$ cat src/rtl/kae_pkg.sv
// Shared types and constants for the keypad edge and auto-repeat block.
// No dependencies; every other file of the block imports this package.
`timescale 1ns / 1ps

package kae_pkg;

    localparam int KEY_COUNT    = 10;
    localparam int CNT_W        = 8;
    localparam int CFG_ADDR_W   = 1;
    localparam int CFG_DATA_W   = 8;
    localparam int S_TDATA_W    = ((KEY_COUNT + 7) / 8) * 8;
    localparam int M_TDATA_W    = (((4 * KEY_COUNT) + 7) / 8) * 8;

    typedef logic [KEY_COUNT-1:0]  key_set_t;
    typedef logic [CNT_W-1:0]      cnt_t;
    typedef logic [CFG_ADDR_W-1:0] cfg_addr_t;

    // Configuration register indexes
    localparam cfg_addr_t REG_REPEAT_DELAY  = 1'd0;
    localparam cfg_addr_t REG_REPEAT_PERIOD = 1'd1;

    localparam cnt_t DELAY_RESET  = 8'd60;
    localparam cnt_t PERIOD_RESET = 8'd30;

    // Item kinds carried on s_tuser
    typedef enum logic {
        KIND_SCAN = 1'b0,
        KIND_READ = 1'b1
    } kind_t;

    typedef struct packed {
        kind_t    kind;
        key_set_t raw_keys;
    } item_t;

    typedef struct packed {
        key_set_t repeat_keys;
        key_set_t up_keys;
        key_set_t down_keys;
        key_set_t held_keys;
    } result_t;

    // Handshake between the input stage, the core and the result stage
    typedef struct packed {
        logic item_valid;
        logic advance;
    } flow_t;

endpackage

$ cat src/rtl/keypad_edge_and_autorepeat.sv
// Top level of the keypad edge and auto-repeat block.
// Depends on kae_pkg, kae_in_stage, kae_core and kae_out_stage.
`timescale 1ns / 1ps

// Key scanner for a 10-key pad. Each input word is either a scan (s_tuser = 0) carrying
// the raw active-low key lines, or a read (s_tuser = 1) that returns the flags and clears
// the sticky down set. Every word yields exactly one result word: held keys, sticky down
// keys (as they were before a read clears them), sticky up keys and the pressed or
// auto-repeated keys. A change in held keys reloads the repeat countdown with
// repeat_delay (register 0, reset 60); while the delay is nonzero, each scan decrements
// it, and on reaching zero it reloads with repeat_period (register 1, reset 30) and ORs
// the held keys into the repeat set. A zero delay stops auto-repeat. The block takes one
// word per clock while m_tready does not stall the result register; a word reaches the m_
// side through the input register and the result register with the state update between
// them. s_tready drops only while the input register is full and the result register is
// stalled by m_tready. Write configuration only while the block is idle.
module keypad_edge_and_autorepeat
    import kae_pkg::*;
(
    input  logic                  aclk,
    input  logic                  aresetn,

    // Configuration write port
    input  logic                  cfg_we,
    input  cfg_addr_t             cfg_addr,
    input  logic [CFG_DATA_W-1:0] cfg_wdata,

    // Input words
    input  logic                  s_tvalid,
    output logic                  s_tready,
    input  logic [S_TDATA_W-1:0]  s_tdata,  // [9:0] raw_keys, rest zero
    input  logic                  s_tuser,  // [0] kind: 0 scan, 1 read

    // Result words
    output logic                  m_tvalid,
    input  logic                  m_tready,
    output logic [M_TDATA_W-1:0]  m_tdata   // held, down, up, repeat keys, low to high
);

    item_t   s_item;
    item_t   item;
    logic    item_valid;
    logic    advance;
    flow_t   flow;
    result_t result;
    result_t m_result;

    // Unpack the input word; extra tdata bits are padding
    assign s_item.kind     = kind_t'(s_tuser);
    assign s_item.raw_keys = s_tdata[KEY_COUNT-1:0];

    kae_in_stage u_in_stage (
        .aclk       (aclk),
        .aresetn    (aresetn),
        .s_valid    (s_tvalid),
        .s_ready    (s_tready),
        .s_item     (s_item),
        .advance    (advance),
        .item_valid (item_valid),
        .item       (item)
    );

    assign flow.item_valid = item_valid;
    assign flow.advance    = advance;

    // State update: commits only when the word moves into the result register
    kae_core u_core (
        .aclk      (aclk),
        .aresetn   (aresetn),
        .cfg_we    (cfg_we),
        .cfg_addr  (cfg_addr),
        .cfg_wdata (cfg_wdata),
        .flow      (flow),
        .item      (item),
        .result    (result)
    );

    kae_out_stage u_out_stage (
        .aclk       (aclk),
        .aresetn    (aresetn),
        .item_valid (item_valid),
        .advance    (advance),
        .result     (result),
        .m_valid    (m_tvalid),
        .m_ready    (m_tready),
        .m_result   (m_result)
    );

    // Pack the result fields, held keys in the lowest bits
    assign m_tdata = M_TDATA_W'(m_result);

    // A word moved out of the input register shows up on the result side next cycle
    a_advance_shows: assert property (@(posedge aclk) disable iff (!aresetn)
        advance |=> m_tvalid)
        else $error("advanced word did not reach the result register");

    // A held word waits in the input register while the result side is stalled
    a_in_holds: assert property (@(posedge aclk) disable iff (!aresetn)
        item_valid && !advance |=> item_valid && $stable(item))
        else $error("input register lost a stalled word");

    // A released key is never held, pressed or repeating at the same time
    a_up_disjoint: assert property (@(posedge aclk) disable iff (!aresetn)
        m_tvalid |-> ((m_result.up_keys & m_result.held_keys) == '0) &&
                     ((m_result.up_keys & m_result.down_keys) == '0) &&
                     ((m_result.up_keys & m_result.repeat_keys) == '0))
        else $error("up set overlaps held, down or repeat set");

endmodule

$ cat src/rtl/kae_in_stage.sv
// Input register of the keypad block: holds one accepted word until the core takes it.
// Depends on kae_pkg.
`timescale 1ns / 1ps

module kae_in_stage
    import kae_pkg::*;
(
    input  logic  aclk,
    input  logic  aresetn,
    input  logic  s_valid,
    output logic  s_ready,
    input  item_t s_item,
    input  logic  advance,
    output logic  item_valid,
    output item_t item
);

    logic  valid_reg;
    logic  valid_next;
    item_t item_reg;

    // Accept when empty or when the held word moves on this cycle
    assign s_ready = !valid_reg || advance;

    always_comb begin
        valid_next = valid_reg;
        if (s_ready) begin
            valid_next = s_valid;
        end
    end

    always_ff @(posedge aclk) begin
        if (!aresetn) begin
            valid_reg <= 1'b0;
        end else begin
            valid_reg <= valid_next;
        end
    end

    always_ff @(posedge aclk) begin
        if (s_ready && s_valid) begin
            item_reg <= s_item;
        end
    end

    assign item_valid = valid_reg;
    assign item       = item_reg;

endmodule

$ cat src/rtl/kae_core.sv
// Key state and auto-repeat update of the keypad block, plus the two configuration registers.
// Depends on kae_pkg.
`timescale 1ns / 1ps

module kae_core
    import kae_pkg::*;
(
    input  logic                  aclk,
    input  logic                  aresetn,
    input  logic                  cfg_we,
    input  cfg_addr_t             cfg_addr,
    input  logic [CFG_DATA_W-1:0] cfg_wdata,
    input  flow_t                 flow,
    input  item_t                 item,
    output result_t               result
);

    key_set_t held_reg,   held_next;
    key_set_t down_reg,   down_next;
    key_set_t up_reg,     up_next;
    key_set_t rep_reg,    rep_next;
    cnt_t     cnt_reg,    cnt_next;
    cnt_t     delay_reg;
    cnt_t     period_reg;

    key_set_t scan_held;
    key_set_t pressed;
    key_set_t released;
    key_set_t scan_down;
    key_set_t scan_up;
    key_set_t scan_rep;
    cnt_t     cnt_load;
    cnt_t     cnt_dec;

    always_ff @(posedge aclk) begin
        if (!aresetn) begin
            delay_reg  <= DELAY_RESET;
            period_reg <= PERIOD_RESET;
        end else if (cfg_we) begin
            unique case (cfg_addr)
                REG_REPEAT_DELAY:  delay_reg  <= cfg_wdata;
                REG_REPEAT_PERIOD: period_reg <= cfg_wdata;
                default: ;
            endcase
        end
    end

    always_comb begin
        scan_held = ~item.raw_keys;
        pressed   = scan_held & ~held_reg;
        released  = held_reg & ~scan_held;
        scan_down = (down_reg | pressed) & ~released;
        scan_up   = (up_reg | released) & ~pressed;
        scan_rep  = (rep_reg | pressed) & ~released;

        // Reload on any change of held keys, then count down while enabled
        cnt_load  = (scan_held != held_reg) ? delay_reg : cnt_reg;
        cnt_dec   = cnt_load - 1'b1;

        held_next = held_reg;
        down_next = down_reg;
        up_next   = up_reg;
        rep_next  = rep_reg;
        cnt_next  = cnt_reg;
        result    = '{repeat_keys: rep_reg, up_keys: up_reg,
                      down_keys: down_reg, held_keys: held_reg};

        if (item.kind == KIND_SCAN) begin
            held_next = scan_held;
            down_next = scan_down;
            up_next   = scan_up;
            rep_next  = scan_rep;
            cnt_next  = cnt_load;
            if (delay_reg != '0) begin
                cnt_next = cnt_dec;
                if (cnt_dec == '0) begin
                    cnt_next = period_reg;
                    rep_next = scan_rep | scan_held;
                end
            end
            result = '{repeat_keys: rep_next, up_keys: up_next,
                       down_keys: down_next, held_keys: held_next};
        end else begin
            down_next = '0;
        end
    end

    always_ff @(posedge aclk) begin
        if (!aresetn) begin
            held_reg <= '0;
            down_reg <= '0;
            up_reg   <= '0;
            rep_reg  <= '0;
            cnt_reg  <= DELAY_RESET;
        end else if (flow.item_valid && flow.advance) begin
            held_reg <= held_next;
            down_reg <= down_next;
            up_reg   <= up_next;
            rep_reg  <= rep_next;
            cnt_reg  <= cnt_next;
        end
    end

endmodule

$ cat src/rtl/kae_out_stage.sv
// Result register of the keypad block: holds one result word until the sink takes it.
// Depends on kae_pkg.
`timescale 1ns / 1ps

module kae_out_stage
    import kae_pkg::*;
(
    input  logic    aclk,
    input  logic    aresetn,
    input  logic    item_valid,
    output logic    advance,
    input  result_t result,
    output logic    m_valid,
    input  logic    m_ready,
    output result_t m_result
);

    logic    valid_reg;
    logic    valid_next;
    result_t result_reg;

    // Load when empty or when the held result drains this cycle
    assign advance = item_valid && (!valid_reg || m_ready);

    always_comb begin
        valid_next = valid_reg;
        if (advance) begin
            valid_next = 1'b1;
        end else if (m_ready) begin
            valid_next = 1'b0;
        end
    end

    always_ff @(posedge aclk) begin
        if (!aresetn) begin
            valid_reg <= 1'b0;
        end else begin
            valid_reg <= valid_next;
        end
    end

    always_ff @(posedge aclk) begin
        if (advance) begin
            result_reg <= result;
        end
    end

    assign m_valid  = valid_reg;
    assign m_result = result_reg;

endmodule

$ cat config.mk
export PLATFORM = sky130hd
export DESIGN_NAME = keypad_edge_and_autorepeat
export DESIGN_NICKNAME = d
export VERILOG_FILES = /design/src/rtl/kae_pkg.sv /design/src/rtl/keypad_edge_and_autorepeat.sv /design/src/rtl/kae_in_stage.sv /design/src/rtl/kae_core.sv /design/src/rtl/kae_out_stage.sv
export SDC_FILE = /design/constraint.sdc
export NUM_CORES = 1
export LEC_CHECK = 0
export BUFFER_PORTS_ARGS = -buffer_cell sky130_fd_sc_hd__buf_2
export CAP_MARGIN = 30
export CORE_MARGIN = 2
export CORE_UTILIZATION = 47
export DETAILED_ROUTE_END_ITERATION = 10
export PLACE_DENSITY = 0.76
export SYNTH_ARGS = -nofsm -noshare
export SYNTH_HDL_FRONTEND = slang
export SYNTH_SLANG_ARGS = --single-unit
$ cat constraint.sdc
create_clock -name aclk -period 10.1 [get_ports aclk]
set_input_delay 2.02 -clock aclk [delete_from_list [all_inputs] [get_ports aclk]]
set_output_delay 2.02 -clock aclk [all_outputs]
set_load 0.01 [all_outputs]
==> flow_metrics.tcl, run 1 <==
set metrics [dict create \
    grt_pass1_wl_mm 21.02 \
    drv_slew 0 \
    synth_nets 643 \
    antenna_left 0 \
    synth-seq-cells 117 \
    ir_drop_uv 116.7 \
    fin_setup_tns_ns 0 \
    dp_hpwl_mm 8.334 \
    grt_max_degree 73 \
    synthTopCellsByArea "edfxtp_1 (27%), dfxtp_1 (23%), nor2_1 (5.6%), ha_1 (4.9%), nand2_1 (3.9%)" \
    dp_cells 769 \
    period_share_pct 47.46 \
    post_cts_resized 0 \
    synth_cells 590 \
    hold_viol 0 \
    worstSkewPairLatency_ns 0.41 \
    synth.most_common_cell "nor2_1" \
    yosysUniqueCellTypes 61 \
    startpoint_type "input port" \
    fmax_ghz 0.2086 \
    ios 73 \
    dr.pass1.iters 5 \
    largest_reg_flops 40 \
    routed_wl_mm 12.96 \
    setup_violations 0 \
    vias 4607 \
    synthTopCellsByCount "nor2_1 (84), dfxtp_1 (66), nand2_1 (59)" \
    synth_edf_count 51 \
    design_area_um2 6608 \
    cap_violations 0 \
    critPathMaxFanout 5 \
    path_class "input port to output port" \
    synth_compound_area_share_pct 17.56 \
    place_congestion 0.8643 \
    synthArstFlopShare_pct 0 \
    hold_class "flip-flop to flip-flop" \
    fin_skew_ns 0.008901 \
    cts_tree "built" \
    synth-xor-area-share_pct 0.9323 \
    grt_overflow 0 \
    cts_buffers 17 \
    port_buffers 66 \
    ctsRootBufferMaster "clkbuf_16" \
    final_cells 801 \
    wire_per_inst_um 16.18 \
    start_util_pct 48.74 \
    yosysTopAreaCell "edfxtp_1" \
    antenna_found_initial 0 \
    power_density_nw_per_um2 184.4 \
    status "complete, no violations" \
    max-slew-margin-rel_pct 42.47 \
    syn2layout_area_growth_pct 17.23 \
    syn-cell-area_um2 5637 \
    synth_ff_type "dfxtp_1" \
    nets 698 \
    antenna_cells 0 \
    track_usage_pct 20.61 \
    die_w_um 113.5 \
    post-route-util_pct 57.14 \
    cts_hold_buf 0 \
    core_area_um2 11560 \
    post_cts_buffers 0 \
    cp_data_required_time_ns 8.08 \
    synthSimpleGateAreaFrac_pct 19.36 \
    cellLeakagePower_nw 2.576 \
    drt_iter0_drc 517 \
    layout-drive-gt1-share_pct 16.87 \
    die_area_um2 12880 \
    yosysWarnings 0 \
    yosys-mux-area-fraction_pct 2.331 \
    avgSynthCellArea_um2 9.554 \
    clock_path_buffers 2 \
    synth_top_family_by_area "simple AND/OR/NAND/NOR gates" \
    rows 39 \
    ys_seq_area_share_pct 50.61 \
    clk_pin_slew_worst_paths_ns 0.05 \
    min_period_ns 4.794 \
    htree_levels 4 \
    synth_top_area_share_pct 27.17 \
    rsz0062_at_grt "false" \
    arrival_ns 2.77 \
    die_h_um 113.5 \
    crit_path_end_kind "output port" \
    synthAdderAreaFrac_pct 4.883 \
    viasPerCell 5.752 \
    drc 0 \
    grt_pass1_vias 4303 \
    placed_cell_area_um2 6042 \
    whs_ns 0.4670 \
    worst_slew_pin_slew_ns 0.8577 \
    clkSinkCount 117 \
]
## final timing paths
| check | slack (ns) | start | cells after the start | endpoint |
|---|---|---|---|---|
| max | 5.31 | m_tready | 4 | s_tready |
| min | 0.47 | u_core.down_reg[4]$_SDFFE_PN0P_ | 2 | u_core.down_reg[4]$_SDFFE_PN0P_ |
| max reg2reg | 5.69 | u_in_stage.item[7]$_DFFE_PP_ | 13 | u_out_stage.m_result[39]$_DFFE_PP_ |
| min reg2reg | 0.47 | u_core.down_reg[4]$_SDFFE_PN0P_ | 2 | u_core.down_reg[4]$_SDFFE_PN0P_ |
## power breakdown
group / total, mW / switching [mW] / leakage [nW] / internal, mW
registers: 0.538 / 0.0180 / 1.03 / 0.520
logic: 0.105 / 0.0654 / 1.27 / 0.0401
clock network: 0.575 / 0.195 / 0.275 / 0.380
total: 1.22 / 0.278 / 2.58 / 0.940
## critical path: stages
cell and delay [ns]:
buf_2 0.09, nor2b_1 0.38, nand2_1 0.12, buf_2 0.16
## logic make-up after synthesis
family / Yosys count
fa+ha+maj: 22
xor+xnor: 6
mux: 13
simple gates: 224
buf+inv: 59
compound gates: 149
flops: 117
## metrics by stage
step                      total power [mW]  setup WS (ns)
final                                1.218          5.306
after global routing                 1.261          5.183
after CTS                            1.226          5.305
after detailed placement            0.6503          5.304
after global placement              0.6452          5.344
after floorplan                     0.6163          5.703
## cell type report
cell class / instances / area (um2)
inverter: 24 / 90.09
sequential: 117 / 2853
clock inverter: 5 / 72.57
multi-input combinational: 414 / 2552
tap: 143 / 178.9
timing repair buffer: 71 / 367.9
fill: 972 / 4957
clock buffer: 27 / 493.0
## cells in the final DEF, fill, tap and decap left out, types with 3 or more instances in the layout
| cell type | n |
|---|---|
| o22ai_1 | 10 |
| edfxtp_1 | 51 |
| clkbuf_1 | 7 |
| nand4_1 | 5 |
| nand3_1 | 12 |
| o21ai_0 | 13 |
| or3_1 | 3 |
| nor2b_1 | 22 |
| mux2i_1 | 12 |
| dfxtp_1 | 66 |
| o31ai_1 | 4 |
| o211ai_1 | 3 |
| a211o_1 | 11 |
| ha_1 | 22 |
| nand2b_1 | 3 |
| buf_4 | 5 |
| buf_2 | 66 |
| a31oi_1 | 3 |
| clkbuf_16 | 17 |
| a311oi_1 | 3 |
| nand2_1 | 59 |
| nor2_1 | 84 |
| a21oi_1 | 44 |
| xnor2_1 | 4 |
| a211oi_1 | 25 |
| o21ai_1 | 16 |
| and2_1 | 3 |
| inv_1 | 24 |
| clkbuf_8 | 3 |
| nor3_1 | 10 |
## per-layer routing
metal	up-vias	share of wire [%]	global-route usage, %
li1	2226	-	-
met1	2188	44	27.18
met2	170	48	33.05
met3	23	5.9	5.048
met4	0	1.7	7.805
met5	-	0	0
No activity file was read; power rests on OpenSTA's default activity.
==> inputs of run 2 (changes only) <==
==> constraint.sdc (replaced) <==
create_clock -name aclk -period 4.7 [get_ports aclk]
set_input_delay 0.94 -clock aclk [delete_from_list [all_inputs] [get_ports aclk]]
set_output_delay 0.94 -clock aclk [all_outputs]
set_load 0.01 [all_outputs]
==> flow_metrics.tcl, run 2 (synthesized netlist as in run 1, its figures left out) <==
set metrics [dict create \
    grt_pass1_vias 4625 \
    dp_cells 770 \
    drc 0 \
    multi_input_area_um2 2552 \
    final_cell_mix "nor2_1 (84), buf_2 (66), dfxtp_1 (66)" \
    max-slew-margin-rel_pct 29.79 \
    ctsRootBufferMaster "clkbuf_16" \
    layout-drive-gt1-share_pct 18.36 \
    min_period_ns 4.383 \
    clkPwrFrac_pct 48.7 \
    die_area_um2 12880 \
    cts_tree "built" \
    vias 4615 \
    wire_per_inst_um 16.77 \
    ir_drop_uv 195.6 \
    routed_wl_mm 13.45 \
    rows 39 \
    grt_overflow 0 \
    antenna_found_initial 0 \
    arrival_ns 4.60 \
    worst_slew_pin_slew_ns 1.052 \
    cellLeakagePower_nw 2.600 \
    hold_class "flip-flop to flip-flop" \
    drt_iter0_drc 375 \
    final_cells 802 \
    track_usage_pct 21.77 \
    rsz0062_at_grt "false" \
    clock_path_buffers 2 \
    hold_viol 0 \
    status "complete, no violations" \
    critPathMaxFanout 11 \
    period_share_pct 93.25 \
    path_class "flip-flop to flip-flop" \
    place_congestion 0.8838 \
    register_area_um2 2853 \
    viasPerCell 5.754 \
    intPower_mw 1.988 \
    post_cts_resized 0 \
    cts_buffers 17 \
    start_util_pct 48.74 \
    antenna_cells 0 \
    reg2regPathDepth 12 \
    cap_violations 0 \
    switchingPower_mw 0.7127 \
    htree_levels 4 \
    die_w_um 113.5 \
    finalPower_mw 2.700 \
    dr.pass1.iters 5 \
    fin_skew_ns 0.007381 \
    nets 699 \
    post_cts_buffers 0 \
    fin_setup_tns_ns 0 \
    cts_hold_buf 0 \
    power_density_nw_per_um2 405.8 \
    final_common_cell "nor2_1" \
    port_buffers 66 \
    worstSkewPairLatency_ns 0.41 \
    crit_path_end_kind "flip-flop" \
    grt_max_degree 43 \
    clkSinkCount 117 \
    dp_hpwl_mm 8.587 \
    power.share.sequential_pct 42.7 \
    num-fill-cells 961 \
    grt_pass1_wl_mm 22.36 \
    antenna_left 0 \
    syn2layout_area_growth_pct 18.05 \
    cp_data_required_time_ns 4.91 \
    clk_pin_slew_worst_paths_ns 0.06 \
    setup_violations 0 \
    whs_path_depth 2 \
    drv_slew 0 \
    sw_frac_of_total_pct 26.39 \
    core_area_um2 11560 \
    ios 73 \
    startpoint_type "flip-flop" \
    largest_reg_flops 40 \
    die_h_um 113.5 \
    fmax_ghz 0.2282 \
    pwr-share-comb_pct 8.6 \
]
-- run 2: cell count changes in the layout (fill, tap and decap cells not counted), sizes merged --
cell,previous run,this run
bufinv,2,1
clkinvlp,0,2
inv,24,34
clkinv,3,1
buf,71,72
clkbuf,27,18
-- run 2: worst paths after layout --
kind	start	end	slack [ns]
setup / recovery	u_in_stage.item[7]$_DFFE_PP_	u_out_stage.m_result[30]$_DFFE_PP_	0.32
hold / removal	u_core.period_reg[3]$_SDFFE_PN1P_	u_core.cnt_reg[3]$_SDFFE_PN1P_	0.48
setup reg to reg	u_in_stage.item[7]$_DFFE_PP_	u_out_stage.m_result[30]$_DFFE_PP_	0.32
hold reg to reg	u_core.period_reg[3]$_SDFFE_PN1P_	u_core.cnt_reg[3]$_SDFFE_PN1P_	0.48
-- run 2: worst max-delay path, stage by stage, from the launching register on --
cell and delay (ns):
edfxtp_1 0.45, inv_1 0.10, ha_1 0.29, nand4_1 0.15, nor3_2 0.33, mux2i_1 0.42
ha_1 0.49, nor4bb_1 0.25, nand3b_1 0.11, a311oi_1 0.55, a2bb2oi_4 0.32, nand3_2 0.35
o22ai_1 0.38
-- run 2: power by group through the flow --
| stage | Clock, mW | Sequential [mW] | Combinational [mW] |
|---|---|---|---|
| 2_1_floorplan | 0 | 1.17 | 0.154 |
| 3_3_place_gp | 0 | 1.17 | 0.217 |
| 3_5_place_dp | 0 | 1.17 | 0.225 |
| 4_1_cts | 1.33 | 1.15 | 0.230 |
| 5_1_grt | 1.38 | 1.16 | 0.259 |
| 6_report | 1.32 | 1.15 | 0.231 |
-- run 2: final cells by class --
cell class / count / area share (%)
Clock buffer: 18 / 6.769
Clock inverter: 14 / 2.313
Inverter: 24 / 1.354
Multi-Input combinational cell: 414 / 38.36
Sequential cell: 117 / 42.87
Tap cell: 143 / 2.689
Timing Repair Buffer: 72 / 5.641
-- run 2: routing by layer --
| layer | wire length (um) | up-vias | track usage (%) |
|---|---|---|---|
| li1 | - | 2239 | - |
| met1 | 5872 | 2178 | 28.42 |
| met2 | 6551 | 167 | 35.93 |
| met3 | 769 | 31 | 4.410 |
| met4 | 259 | 0 | 8.211 |
| met5 | 0 | - | 0 |
-- run 2: stage by stage --
step	hold slack [ns]	utilization [%]	area [um2]	worst slack, ns
5_1_grt	0.5017	57.54	6654	0.03349
2_1_floorplan	0.4286	-	5637	1.110
6_report	0.4764	57.54	6654	0.3174
4_1_cts	0.4705	57.54	6654	0.4004
3_3_place_gp	0.4497	52.31	6050	0.6766
3_5_place_dp	0.4564	52.31	6050	0.4895
==> inputs of run 3 (changes only) <==
--- a/config.mk
+++ b/config.mk
@@ -7,10 +7,12 @@
 export LEC_CHECK = 0
 export BUFFER_PORTS_ARGS = -buffer_cell sky130_fd_sc_hd__buf_2
 export CAP_MARGIN = 30
+export CELL_PAD_IN_SITES_DETAIL_PLACEMENT = 1
+export CELL_PAD_IN_SITES_GLOBAL_PLACEMENT = 2
 export CORE_MARGIN = 2
-export CORE_UTILIZATION = 47
+export CORE_UTILIZATION = 36
 export DETAILED_ROUTE_END_ITERATION = 10
-export PLACE_DENSITY = 0.76
+export PLACE_DENSITY = 0.88
 export SYNTH_ARGS = -nofsm -noshare
 export SYNTH_HDL_FRONTEND = slang
 export SYNTH_SLANG_ARGS = --single-unit
==> flow_metrics.tcl, run 3 (synthesized netlist as in run 1, its figures left out) <==
set metrics [dict create \
    nets 703 \
    startpoint "u_in_stage.item[4]$_DFFE_PP_" \
    dr.pass1.iters 4 \
    hold_class "flip-flop to flip-flop" \
    clkSinkCount 117 \
    layout_setup_ws_ns 0.6271 \
    dp_hpwl_mm 10.04 \
    post-place-ws_ns 0.7081 \
    rsz0062_at_grt "false" \
    port_buffers 66 \
    hp-start "u_core.period_reg[3]$_SDFFE_PN1P_" \
    hold_end "u_core.cnt_reg[3]$_SDFFE_PN1P_" \
    critPathMaxFanout 9 \
    min_period_ns 4.073 \
    ios 73 \
    syn2layout_area_growth_pct 19.47 \
    cts_tree "built" \
    largest_reg_flops 40 \
    start_util_pct 36.94 \
    crit_path_end_kind "flip-flop" \
    cellLeakagePower_nw 2.602 \
    drt_iter0_drc 350 \
    cts_hold_buf 0 \
    ff2ff_setup_slack_ns 0.63 \
    die_w_um 129.1 \
    ctsRootBufferMaster "clkbuf_16" \
    grt_overflow 0 \
    regToRegEndpoint "u_core.cnt_reg[0]$_SDFFE_PN0P_" \
    arrival_ns 4.34 \
    worst_slew_pin_slew_ns 0.8799 \
    track_usage_pct 19.34 \
    grt_pass1_vias 4751 \
    ir_drop_uv 284.1 \
    viasPerCell 5.294 \
    power.share.sequential_pct 44.0 \
    grt_max_degree 73 \
    switchingPower_mw 0.6262 \
    final_cell_mix "nor2_1 (84), buf_2 (66), dfxtp_1 (66)" \
    clk_pin_slew_worst_paths_ns 0.05 \
    sw_frac_of_total_pct 23.79 \
    drc 0 \
    num-fill-cells 1733 \
    rows 45 \
    antenna_left 0 \
    cts_buffers 17 \
    fmax_ghz 0.2455 \
    max-slew-margin-rel_pct 41.28 \
    cp_data_required_time_ns 4.97 \
    die_h_um 129.1 \
    reg2regPathDepth 15 \
    clkPwrFrac_pct 47.1 \
    whs_path_depth 2 \
    worstReg2RegStart "u_in_stage.item[4]$_DFFE_PP_" \
    worstSkewPairLatency_ns 0.43 \
    period_share_pct 86.66 \
    setup_violations 0 \
    cap_violations 0 \
    startpoint_type "flip-flop" \
    post_cts_resized 0 \
    post-route-util_pct 44.13 \
    die_area_um2 16670 \
    layout-drive-gt1-share_pct 17.50 \
    core_area_um2 15260 \
    clock_path_buffers 2 \
    place_congestion 0.8568 \
    drv_slew 0 \
    antenna_cells 0 \
    fin_setup_tns_ns 0 \
    antenna_found_initial 0 \
    pwr-share-comb_pct 8.9 \
    post_cts_buffers 0 \
    intPower_mw 2.006 \
    wire_per_inst_um 17.37 \
    grt_pass1_wl_mm 24.70 \
    final_common_cell "nor2_1" \
    htree_levels 4 \
    routed_wl_mm 15.18 \
    hold_viol 0 \
    status "complete, no violations" \
    fin_skew_ns 0.008898 \
    vias 4627 \
    power_density_nw_per_um2 390.9 \
    path_class "flip-flop to flip-flop" \
]
-- run 3: cell types whose count changed in the layout (fill, tap and decap cells not counted), sizes merged --
cell      before  now
buf           72   76
clkbuf        18   26
bufinv         1    2
clkinvlp       2    0
clkinv         1    4
inv           34   24
-- run 3: metal layers --
layer,global-route usage [%],wire [um],vias up,part of all wire (%)
li1,-,-,2238,-
met1,24.01,6721,2247,44
met2,32.17,7474,120,49
met3,5.409,718,22,4.7
met4,7.097,265,0,1.7
met5,0,0,-,0
-- run 3: area by class of cell --
| type | instances | area [um2] | area share [%] |
|---|---|---|---|
| Clock buffer | 26 | 479.2 | 7.116 |
| Clock inverter | 6 | 77.57 | 1.152 |
| Inverter | 24 | 90.09 | 1.338 |
| Multi-Input combinational cell | 414 | 2552 | 37.90 |
| Sequential cell | 117 | 2853 | 42.36 |
| Tap cell | 211 | 264.0 | 3.920 |
| Timing Repair Buffer | 76 | 417.9 | 6.206 |
-- run 3: critical path, stage by stage (launching register included) --
cell and delay [ns]:
edfxtp_1 0.46, inv_1 0.08, ha_1 0.29, nand4_1 0.18, nor3_2 0.22, buf_4 0.21
mux2i_1 0.42, ha_1 0.27, buf_4 0.19, o21bai_1 0.13, a21boi_1 0.09, o311a_2 0.39
a2bb2oi_4 0.16, buf_4 0.17, a2111oi_0 0.54, nor4_1 0.11
-- run 3: power by group through the flow --
stage	clock (mW)	sequential, mW	combinational, mW
2_1_floorplan	0	1.17	0.154
3_3_place_gp	0	1.17	0.225
3_5_place_dp	0	1.18	0.235
4_1_cts	1.26	1.16	0.238
5_1_grt	1.31	1.16	0.264
6_report	1.24	1.16	0.235
-- run 3: worst max-delay path by stage --
| stage | end | depth (start not counted) |
|---|---|---|
| after floorplan | u_out_stage.m_result[30]$_DFFE_PP_ | 14 |
| after global placement | u_out_stage.m_result[37]$_DFFE_PP_ | 13 |
| after detailed placement | u_out_stage.m_result[35]$_DFFE_PP_ | 13 |
| after CTS | u_out_stage.m_result[30]$_DFFE_PP_ | 13 |
| after global routing | u_core.cnt_reg[0]$_SDFFE_PN0P_ | 15 |
| final | u_core.cnt_reg[0]$_SDFFE_PN0P_ | 15 |
-- run 3: per-stage QoR --
stage	hold slack [ns]	std cells	total power, mW	area [um2]
global route	0.5002	874	2.737	6734
global placement	0.4552	842	1.398	6177
floorplan	0.4286	590	1.324	5637
detailed placement	0.4632	842	1.411	6177
finish	0.4745	874	2.633	6734
CTS	0.4751	874	2.655	6734
